==> config.mk <==
export PLATFORM = sky130hd
export DESIGN_NAME = rgb_to_hsv_converter
export DESIGN_NICKNAME = d
export VERILOG_FILES = /design/src/sv/rhc_pkg.sv /design/src/sv/rhc_front.sv /design/src/sv/rhc_queue.sv /design/src/sv/rhc_back.sv /design/src/sv/rgb_to_hsv_converter.sv
export VERILOG_INCLUDE_DIRS = /design/src /design/src/sv
export SDC_FILE = /design/constraint.sdc
export NUM_CORES = 2
export LEC_CHECK = 0
export BUFFER_PORTS_ARGS = -buffer_cell sky130_fd_sc_hd__buf_2
export CORE_ASPECT_RATIO = 1.75
export CORE_UTILIZATION = 38
export CTS_CLUSTER_SIZE = 16
export DETAILED_ROUTE_END_ITERATION = 12
export PLACE_DENSITY_LB_ADDON = 0.08
export SETUP_SLACK_MARGIN = 0.02
export SYNTH_ARGS = -nofsm -noshare
export SYNTH_HDL_FRONTEND = slang
export SYNTH_SLANG_ARGS = --single-unit
==> constraint.sdc <==
create_clock -name aclk -period 60.5 [get_ports aclk]
set_clock_uncertainty 0.2 [all_clocks]
set_input_delay 3.025 -clock aclk [delete_from_list [all_inputs] [get_ports aclk]]
set_output_delay 3.025 -clock aclk [all_outputs]
set_load 0.02 [all_outputs]
==> src/sv/rgb_to_hsv_converter_assert.svh <==
// assertion macros used by the rgb to hsv back end (rhc_back)
`ifndef RGB_TO_HSV_CONVERTER_ASSERT_SVH
`define RGB_TO_HSV_CONVERTER_ASSERT_SVH

// same-cycle implication
`define RHC_ASSERT_IMP(lbl, clk, rstn, ante, cons) \
    lbl: assert property (@(posedge clk) disable iff (!rstn) (ante) |-> (cons)) \
        else $error("rgb_to_hsv_converter assertion failed");

// next-cycle implication
`define RHC_ASSERT_NXT(lbl, clk, rstn, ante, cons) \
    lbl: assert property (@(posedge clk) disable iff (!rstn) (ante) |=> (cons)) \
        else $error("rgb_to_hsv_converter assertion failed");

`endif

==> src/sv/rhc_pkg.sv <==
package rhc_pkg;

    localparam int QUEUE_DEPTH = 4;
    localparam int SAT_STEPS   = 17;
    localparam int HUE_STEPS   = 12;

    localparam logic [14:0] HUE_TWO_SIXTHS  = 15'd7680;
    localparam logic [14:0] HUE_FOUR_SIXTHS = 15'd15360;
    localparam logic [14:0] HUE_FULL        = 15'd23040;

    typedef enum logic [1:0] {
        SECT_RED,
        SECT_GREEN,
        SECT_BLUE
    } sector_t;

    typedef struct packed {
        logic [7:0]  mx;
        logic [7:0]  diff;
        logic [19:0] hue_dividend;
        logic        neg;
        sector_t     sector;
    } rhc_item_t;

endpackage

==> src/sv/rhc_front.sv <==
module rhc_front (
    input  logic [23:0]       pixel,
    output rhc_pkg::rhc_item_t item
);
    import rhc_pkg::*;

    logic [7:0] r;
    logic [7:0] g;
    logic [7:0] b;
    logic [7:0] mx;
    logic [7:0] mn;
    logic [7:0] mag;

    assign r = pixel[7:0];
    assign g = pixel[15:8];
    assign b = pixel[23:16];

    always_comb begin
        mn = (r < g) ? r : g;
        mn = (mn < b) ? mn : b;
        item.neg = 1'b0;
        mag = 8'd0;
        if (r >= g && r >= b) begin
            mx = r;
            item.sector = SECT_RED;
            item.neg = (g < b);
            mag = (g < b) ? (b - g) : (g - b);
        end else if (g >= b) begin
            mx = g;
            item.sector = SECT_GREEN;
            item.neg = (b < r);
            mag = (b < r) ? (r - b) : (b - r);
        end else begin
            mx = b;
            item.sector = SECT_BLUE;
            item.neg = (r < g);
            mag = (r < g) ? (g - r) : (r - g);
        end
        item.mx = mx;
        item.diff = mx - mn;
        // 3840 * mag as 4096 * mag - 256 * mag
        item.hue_dividend = {mag, 12'd0} - {4'd0, mag, 8'd0};
    end

endmodule

==> src/sv/rhc_queue.sv <==
module rhc_queue (
    input  logic               aclk,
    input  logic               aresetn,
    input  logic               push_valid,
    output logic               push_ready,
    input  rhc_pkg::rhc_item_t push_item,
    output logic               pop_valid,
    input  logic               pop,
    output rhc_pkg::rhc_item_t pop_item
);
    import rhc_pkg::*;

    localparam int PTR_W = $clog2(QUEUE_DEPTH);
    localparam int CNT_W = $clog2(QUEUE_DEPTH + 1);

    rhc_item_t        mem_reg [QUEUE_DEPTH];
    logic [PTR_W-1:0] wr_ptr_reg;
    logic [PTR_W-1:0] rd_ptr_reg;
    logic [CNT_W-1:0] count_reg;
    logic             do_push;
    logic             do_pop;

    assign push_ready = (count_reg != CNT_W'(QUEUE_DEPTH));
    assign pop_valid  = (count_reg != '0);
    assign pop_item   = mem_reg[rd_ptr_reg];
    assign do_push    = push_valid && push_ready;
    assign do_pop     = pop && pop_valid;

    always_ff @(posedge aclk) begin
        if (!aresetn) begin
            wr_ptr_reg <= '0;
            rd_ptr_reg <= '0;
            count_reg  <= '0;
        end else begin
            if (do_push) begin
                wr_ptr_reg <= wr_ptr_reg + 1'b1;
            end
            if (do_pop) begin
                rd_ptr_reg <= rd_ptr_reg + 1'b1;
            end
            if (do_push && !do_pop) begin
                count_reg <= count_reg + 1'b1;
            end else if (!do_push && do_pop) begin
                count_reg <= count_reg - 1'b1;
            end
        end
    end

    always_ff @(posedge aclk) begin
        if (do_push) begin
            mem_reg[wr_ptr_reg] <= push_item;
        end
    end

endmodule

==> src/sv/rhc_back.sv <==
module rhc_back (
    input  logic               aclk,
    input  logic               aresetn,
    input  logic               item_valid,
    input  rhc_pkg::rhc_item_t item,
    output logic               item_pop,
    output logic               out_valid,
    input  logic               out_ready,
    output logic [14:0]        hue,
    output logic [16:0]        saturation,
    output logic [7:0]         brightness
);
    import rhc_pkg::*;

    `include "rgb_to_hsv_converter_assert.svh"

    typedef struct packed {
        rhc_item_t   itm;
        logic [7:0]  sat_rem;
        logic [16:0] sat_bits;
        logic [16:0] sat_q;
        logic [7:0]  hue_rem;
        logic [11:0] hue_bits;
        logic [11:0] hue_q;
    } div_stage_t;

    function automatic div_stage_t div_init(rhc_item_t it);
        div_stage_t s;
        s.itm      = it;
        s.sat_rem  = {1'b0, it.diff[7:1]};
        s.sat_bits = {it.diff[0], 16'd0};
        s.sat_q    = '0;
        s.hue_rem  = it.hue_dividend[19:12];
        s.hue_bits = it.hue_dividend[11:0];
        s.hue_q    = '0;
        return s;
    endfunction

    function automatic div_stage_t div_step(div_stage_t s, logic do_hue);
        div_stage_t o;
        logic [8:0] st;
        logic [8:0] ht;
        o  = s;
        st = {s.sat_rem, s.sat_bits[16]};
        if (st >= {1'b0, s.itm.mx}) begin
            st = st - {1'b0, s.itm.mx};
            o.sat_q = {s.sat_q[15:0], 1'b1};
        end else begin
            o.sat_q = {s.sat_q[15:0], 1'b0};
        end
        o.sat_rem  = st[7:0];
        o.sat_bits = {s.sat_bits[15:0], 1'b0};
        if (do_hue) begin
            ht = {s.hue_rem, s.hue_bits[11]};
            if (ht >= {1'b0, s.itm.diff}) begin
                ht = ht - {1'b0, s.itm.diff};
                o.hue_q = {s.hue_q[10:0], 1'b1};
            end else begin
                o.hue_q = {s.hue_q[10:0], 1'b0};
            end
            o.hue_rem  = ht[7:0];
            o.hue_bits = {s.hue_bits[10:0], 1'b0};
        end
        return o;
    endfunction

    div_stage_t  stg_reg       [SAT_STEPS];
    logic        stg_valid_reg [SAT_STEPS];
    div_stage_t  stg_in        [SAT_STEPS];
    div_stage_t  stg_next      [SAT_STEPS];
    logic        stg_valid_in  [SAT_STEPS];
    logic        advance;
    logic        out_valid_reg;
    logic [14:0] hue_reg;
    logic [16:0] sat_reg;
    logic [7:0]  bri_reg;
    logic [14:0] hue_next;
    logic [16:0] sat_next;
    logic [14:0] q_ext;
    div_stage_t  last;

    assign advance  = !out_valid_reg || out_ready;
    assign item_pop = advance && item_valid;

    for (genvar g = 0; g < SAT_STEPS; g++) begin : g_stage
        if (g == 0) begin : g_first
            assign stg_in[g]       = div_init(item);
            assign stg_valid_in[g] = item_valid;
        end else begin : g_rest
            assign stg_in[g]       = stg_reg[g-1];
            assign stg_valid_in[g] = stg_valid_reg[g-1];
        end
        assign stg_next[g] = div_step(stg_in[g], (g < HUE_STEPS));

        always_ff @(posedge aclk) begin
            if (!aresetn) begin
                stg_valid_reg[g] <= 1'b0;
            end else if (advance) begin
                stg_valid_reg[g] <= stg_valid_in[g];
            end
        end

        always_ff @(posedge aclk) begin
            if (advance) begin
                stg_reg[g] <= stg_next[g];
            end
        end
    end

    assign last  = stg_reg[SAT_STEPS-1];
    assign q_ext = {3'd0, last.hue_q};

    always_comb begin
        sat_next = (last.itm.mx == 8'd0) ? 17'd0 : last.sat_q;
        case (last.itm.sector)
            SECT_RED: begin
                if (last.itm.neg && q_ext != 15'd0) begin
                    hue_next = HUE_FULL - q_ext;
                end else begin
                    hue_next = q_ext;
                end
            end
            SECT_GREEN: begin
                hue_next = last.itm.neg ? (HUE_TWO_SIXTHS - q_ext) : (HUE_TWO_SIXTHS + q_ext);
            end
            SECT_BLUE: begin
                hue_next = last.itm.neg ? (HUE_FOUR_SIXTHS - q_ext)
                                        : (HUE_FOUR_SIXTHS + q_ext);
            end
            default: begin
                hue_next = 15'd0;
            end
        endcase
        if (last.itm.diff == 8'd0) begin
            hue_next = 15'd0;
        end
    end

    always_ff @(posedge aclk) begin
        if (!aresetn) begin
            out_valid_reg <= 1'b0;
        end else if (advance) begin
            out_valid_reg <= stg_valid_reg[SAT_STEPS-1];
        end
    end

    always_ff @(posedge aclk) begin
        if (advance) begin
            hue_reg <= hue_next;
            sat_reg <= sat_next;
            bri_reg <= last.itm.mx;
        end
    end

    assign out_valid  = out_valid_reg;
    assign hue        = hue_reg;
    assign saturation = sat_reg;
    assign brightness = bri_reg;

    `RHC_ASSERT_IMP(a_sat_range, aclk, aresetn, out_valid_reg, sat_reg <= 17'd65536)
    `RHC_ASSERT_IMP(a_hue_range, aclk, aresetn, out_valid_reg, hue_reg < HUE_FULL)
    `RHC_ASSERT_IMP(a_black_zero, aclk, aresetn, out_valid_reg && bri_reg == 8'd0,
                    sat_reg == 17'd0 && hue_reg == 15'd0)
    `RHC_ASSERT_NXT(a_last_to_out, aclk, aresetn, advance && stg_valid_reg[SAT_STEPS-1],
                    out_valid_reg)

endmodule

==> src/sv/rgb_to_hsv_converter.sv <==
// rgb to hsv conversion of a pixel stream, one result item per input item
// s_ channel: one 24-bit rgb pixel (8 bits per colour) per item
// m_ channel: hue in 1/64 degree, saturation in q1.16, value (channel max)
// front: max/min, sector and hue dividend, pushed into a 4-entry queue
// back: 17-stage pipelined restoring divider, one quotient bit per stage
//   for saturation and for hue (hue done after 12 stages), then an
//   output register with the sector offset and wrap
// throughput: one item per cycle through the pipelined divider while m_tready does not stall the output
// reset: queue, stage valids and output valid clear; no other state
// receiver stall: the divider pipeline and output register hold, the
//   queue fills and s_tready drops once its 4 entries are taken
module rgb_to_hsv_converter (
    input  logic        aclk,
    input  logic        aresetn,
    input  logic        s_tvalid,
    output logic        s_tready,
    input  logic [23:0] s_tdata,   // red[7:0], green[15:8], blue[23:16]
    output logic        m_tvalid,
    input  logic        m_tready,
    output logic [39:0] m_tdata    // hue[14:0], saturation[31:15], brightness[39:32]
);
    import rhc_pkg::*;

    rhc_item_t   front_item;
    rhc_item_t   head_item;
    logic        head_valid;
    logic        head_pop;
    logic [14:0] hue;
    logic [16:0] saturation;
    logic [7:0]  brightness;

    rhc_front u_front (
        .pixel (s_tdata),
        .item  (front_item)
    );

    rhc_queue u_queue (
        .aclk       (aclk),
        .aresetn    (aresetn),
        .push_valid (s_tvalid),
        .push_ready (s_tready),
        .push_item  (front_item),
        .pop_valid  (head_valid),
        .pop        (head_pop),
        .pop_item   (head_item)
    );

    rhc_back u_back (
        .aclk       (aclk),
        .aresetn    (aresetn),
        .item_valid (head_valid),
        .item       (head_item),
        .item_pop   (head_pop),
        .out_valid  (m_tvalid),
        .out_ready  (m_tready),
        .hue        (hue),
        .saturation (saturation),
        .brightness (brightness)
    );

    assign m_tdata = {brightness, saturation, hue};

endmodule
==> summary.txt <==
Outcome
  – Status: finished, final reports clean

Synthesis
  – Sequential share of the synthesized area: 0.656
  – Count of cell types in the netlist: 69
  – Cells after Synth: between 3000 and 4000
  – Cell Area, Synth: about 47000 sq um
  – Syn_nets: approximately 3800
  – FF+latch count, synth: slightly above 1000
  – Ys flop type: edfxtp_1
  – Avg Synthesized Cell Area: between 10 and 15 sq um
  – Synth warn: 0
  – Post-synth EDFFs: 1016
  – Post-synth ARST share: 0

Place
  – Dpl hpwl: roughly 69 mm
  – Inst Count DP: just over 5000
  – Input/output buffers: 69
  – Gpl congestion: between 0.8 and 0.9

Setup path
  – CP required: around 61 ns
  – Crit path launch type: input pin
  – CP cell instances: buf_2 > nor2b_1 > inv_8 > buf_4 > buf_12 > buf_4 > buf_4 > buf_4
  – Critical Path Max Stage Delay: approximately 0.93 ns
  – Slowest cell on crit path: buf_4
  – Critical path class: in2reg
  – Reg2reg end: u_back.stg_reg[1][411]
  – CP Max Fanout: roughly 170
  – Critical Path AT: 8.14 ns
  – Top cell by count, worst path: buf_4
  – Reg2reg path depth: 7
  – FF-to-FF Start: u_back.out_valid
  – Top cell family by delay on the critical path: buffers and inverters
  – Crit path launch: m_tready
  – Worst reg2reg setup slack: 54.45 ns
  – Crit. End Element: flip-flop
  – Sum of buffers and inverters on the critical path: 7

Run
  – Max cap viols: 0

Global route
  – First-pass GRT wire length: ~150 mm
  – Gr ovfl total: 0
  – Total GRT Usage: 0.152
  – Largest net degree at the start of global routing: between 150 and 200
  – Antenna violations before repair: 1
  – Number of global-route vias before repair: 27600

Power
  – Net Switching: 1.14 mW
  – Comb power frac: 0.372
  – Clock Power Share: 0.190
  – PD cells: 61.8 nW/um^2
  – Switching Fraction: 0.352
  – P_int: approximately 2.1 mW
  – Leakage: roughly 21 nW
  – Max VDD drop: approximately 29 uV
  – Sequential fraction of design power: 0.439

Worst hold path
  – Hold-critical path depth: 0
  – Hold_sp: u_back.stg_reg[1][459]
  – Hold EP: u_back.stg_reg[1][571]
  – Hold Crit Class: reg2reg

STA
  – RSZ-0062 raised after global routing: false
  – Tmin final: 8.06 ns
  – Final hold viol count: 0
  – FMAX: 124 MHz
  – Tcrit/Tclk final: 0.133
  – Final setup fails: 0
  – Rel. slew slack: 0.189
  – Tightest Pin Transition: approximately 1.2 ns
  – Slew Limit Fails: 0
  – Sum of negative setup slack: 0 ns

Finish
  – Area of the multi-input gates: between 10000 and 15000 sq um
  – Post-Layout Cell Count: roughly 5300
  – Final-stage net count: between 3000 and 4000
  – Max FFs per register: approximately 840
  – Share of post-route cells with drive strength above 1: 0.0790
  – Fill cells: roughly 11000
  – Synthesis-to-layout area growth: 11.8%
  – Reg area: between 30000 and 40000 sq um

Route
  – Routed Antenna Nets: 0
  – Post-route DRC: 0
  – Total number of vias: 26000
  – Vias per cell: roughly 4.9
  – Routed len/inst: roughly 18 microns
  – WL final: between 90 and 100 mm
  – 1st-pass router iterations: 5
  – Initial DRC Count: approximately 1100

Floorplanning
  – Top Ports: 70
  – Die Width: 267 microns
  – Die height: 466 microns
  – Initial core utilization: 0.383
  – Site row count: between 150 and 200
  – Die ar.: ~120000 sq um
  – Core Footprint: approximately 120000 sq um

Clock tree
  – Post-CTS sizing: 0
  – Reg clk slew, reported paths: ~0.070 ns
  – H-tree depth: 3
  – Worst-Skew Late Latency: around 0.7 ns
  – Max Buffers Root-to-Sink: 3
  – Hold_buf cts: 0
  – Post-CTS Setup Inserts: 0
  – Inserted Clock Buffers: 97
  – Clk sinks: slightly above 1000
  – CTS tree: built
  – Root Driver: clkbuf_16
## cells in the final DEF, fill, tap and decap left out, types with 10 or more instances in the layout
cell,netlist,final
edfxtp_1,1016,1016
inv_1,468,467
ha_1,313,313
o21ai_0,266,265
nand2_1,248,248
nor2_1,206,206
a21oi_1,141,141
clkbuf_16,0,99
xor2_1,72,72
buf_2,5,69
a21boi_0,61,61
xnor2_1,56,56
o31ai_1,53,53
nor2b_1,46,46
a21o_1,43,43
and3_1,40,40
nand4_1,36,36
fa_1,35,35
mux2i_1,32,32
a311oi_1,32,32
o21bai_1,28,28
mux4_2,27,27
nand3_1,27,27
and2_1,25,25
buf_4,2,21
clkbuf_1,47,19
clkinv_1,0,14
clkinv_2,0,13
o21a_1,12,12
nand2b_1,12,12
bufinv_16,0,11
mux2_2,10,10
dfxtp_1,11,10
## power groups by stage
| stage | clock [mW] | combinational (mW) | sequential (mW) |
|---|---|---|---|
| 4_1_cts | 0.639 | 1.22 | 1.43 |
| 5_1_grt | 0.661 | 1.36 | 1.46 |
| 6_report | 0.613 | 1.20 | 1.42 |
| 2_1_floorplan | 0 | 0.883 | 1.38 |
| 3_5_place_dp | 0 | 1.22 | 1.44 |
| 3_3_place_gp | 0 | 1.18 | 1.43 |
## synthesized netlist by cell type, drive strengths merged (27+ instances only)
cell,n,area (sq um)
xor2,72,631
o21ai,269,1350
nor2,206,773
clkbuf,47,176
mux2i,32,320
a21o,43,323
o21bai,28,210
ha,313,3920
inv,468,1760
nand2,248,931
a311oi,32,280
a21boi,61,458
o31ai,54,410
fa,35,701
mux4,27,608
and3,40,250
a21oi,143,723
edfxtp,1016,30500
xnor2,56,490
nand3,28,153
nor2b,46,288
nand4,36,225
## through the flow
step	power (mW)	cell area, sq um	utilization	hold WS, ns	setup slack, ns
floorplan	2.26	46800	-	0.200	31.32
global placement	2.61	49100	0.402	0.200	51.74
detailed placement	2.65	49100	0.402	0.205	51.56
CTS	3.29	52300	0.428	0.207	52.34
global route	3.48	52300	0.428	0.222	51.97
finish	3.24	52300	0.428	0.211	52.44
## cell type report
type	count	area share
tap	1634	0.0391
clock buffer	118	0.0487
inverter	468	0.0337
sequential	1027	0.587
clock inverter	57	0.0121
antenna	1	0.0000478
multi-input combinational	1895	0.269
timing repair buffer	91	0.00999
## worst max path at each step
stage | cells past startpoint | to | slack (ns)
3_3_place_gp | 8 | u_back.stg_reg[1][298] | 51.74
5_1_grt | 8 | u_back.stg_reg[1][121] | 51.97
4_1_cts | 8 | u_back.stg_reg[1][297] | 52.34
3_5_place_dp | 8 | u_back.stg_reg[1][186] | 51.56
2_1_floorplan | 4 | u_back.stg_valid_reg[1] | 31.32
6_report | 8 | u_back.stg_reg[1][411] | 52.44
## metal layers
layer	GRT usage	share of wire	vias up
li1	-	-	12700
met1	0.128	0.32	12700
met2	0.323	0.60	369
met3	0.0215	0.025	189
met4	0.0798	0.050	0
met5	0	0	-
## kinds of logic (layout without fill, tap and decap cells)
logic type	count (synthesis)	after routing	share of synthesized area
compound gates	678	678	0.0903
xor+xnor	128	128	0.0240
fa+ha+maj	348	348	0.0986
buf+inv	527	734	0.0427
flops	1027	1027	0.656
mux	71	71	0.0229
other cells	0	1	0
simple gates	670	670	0.0650
(Power assumes the default switching activity.)
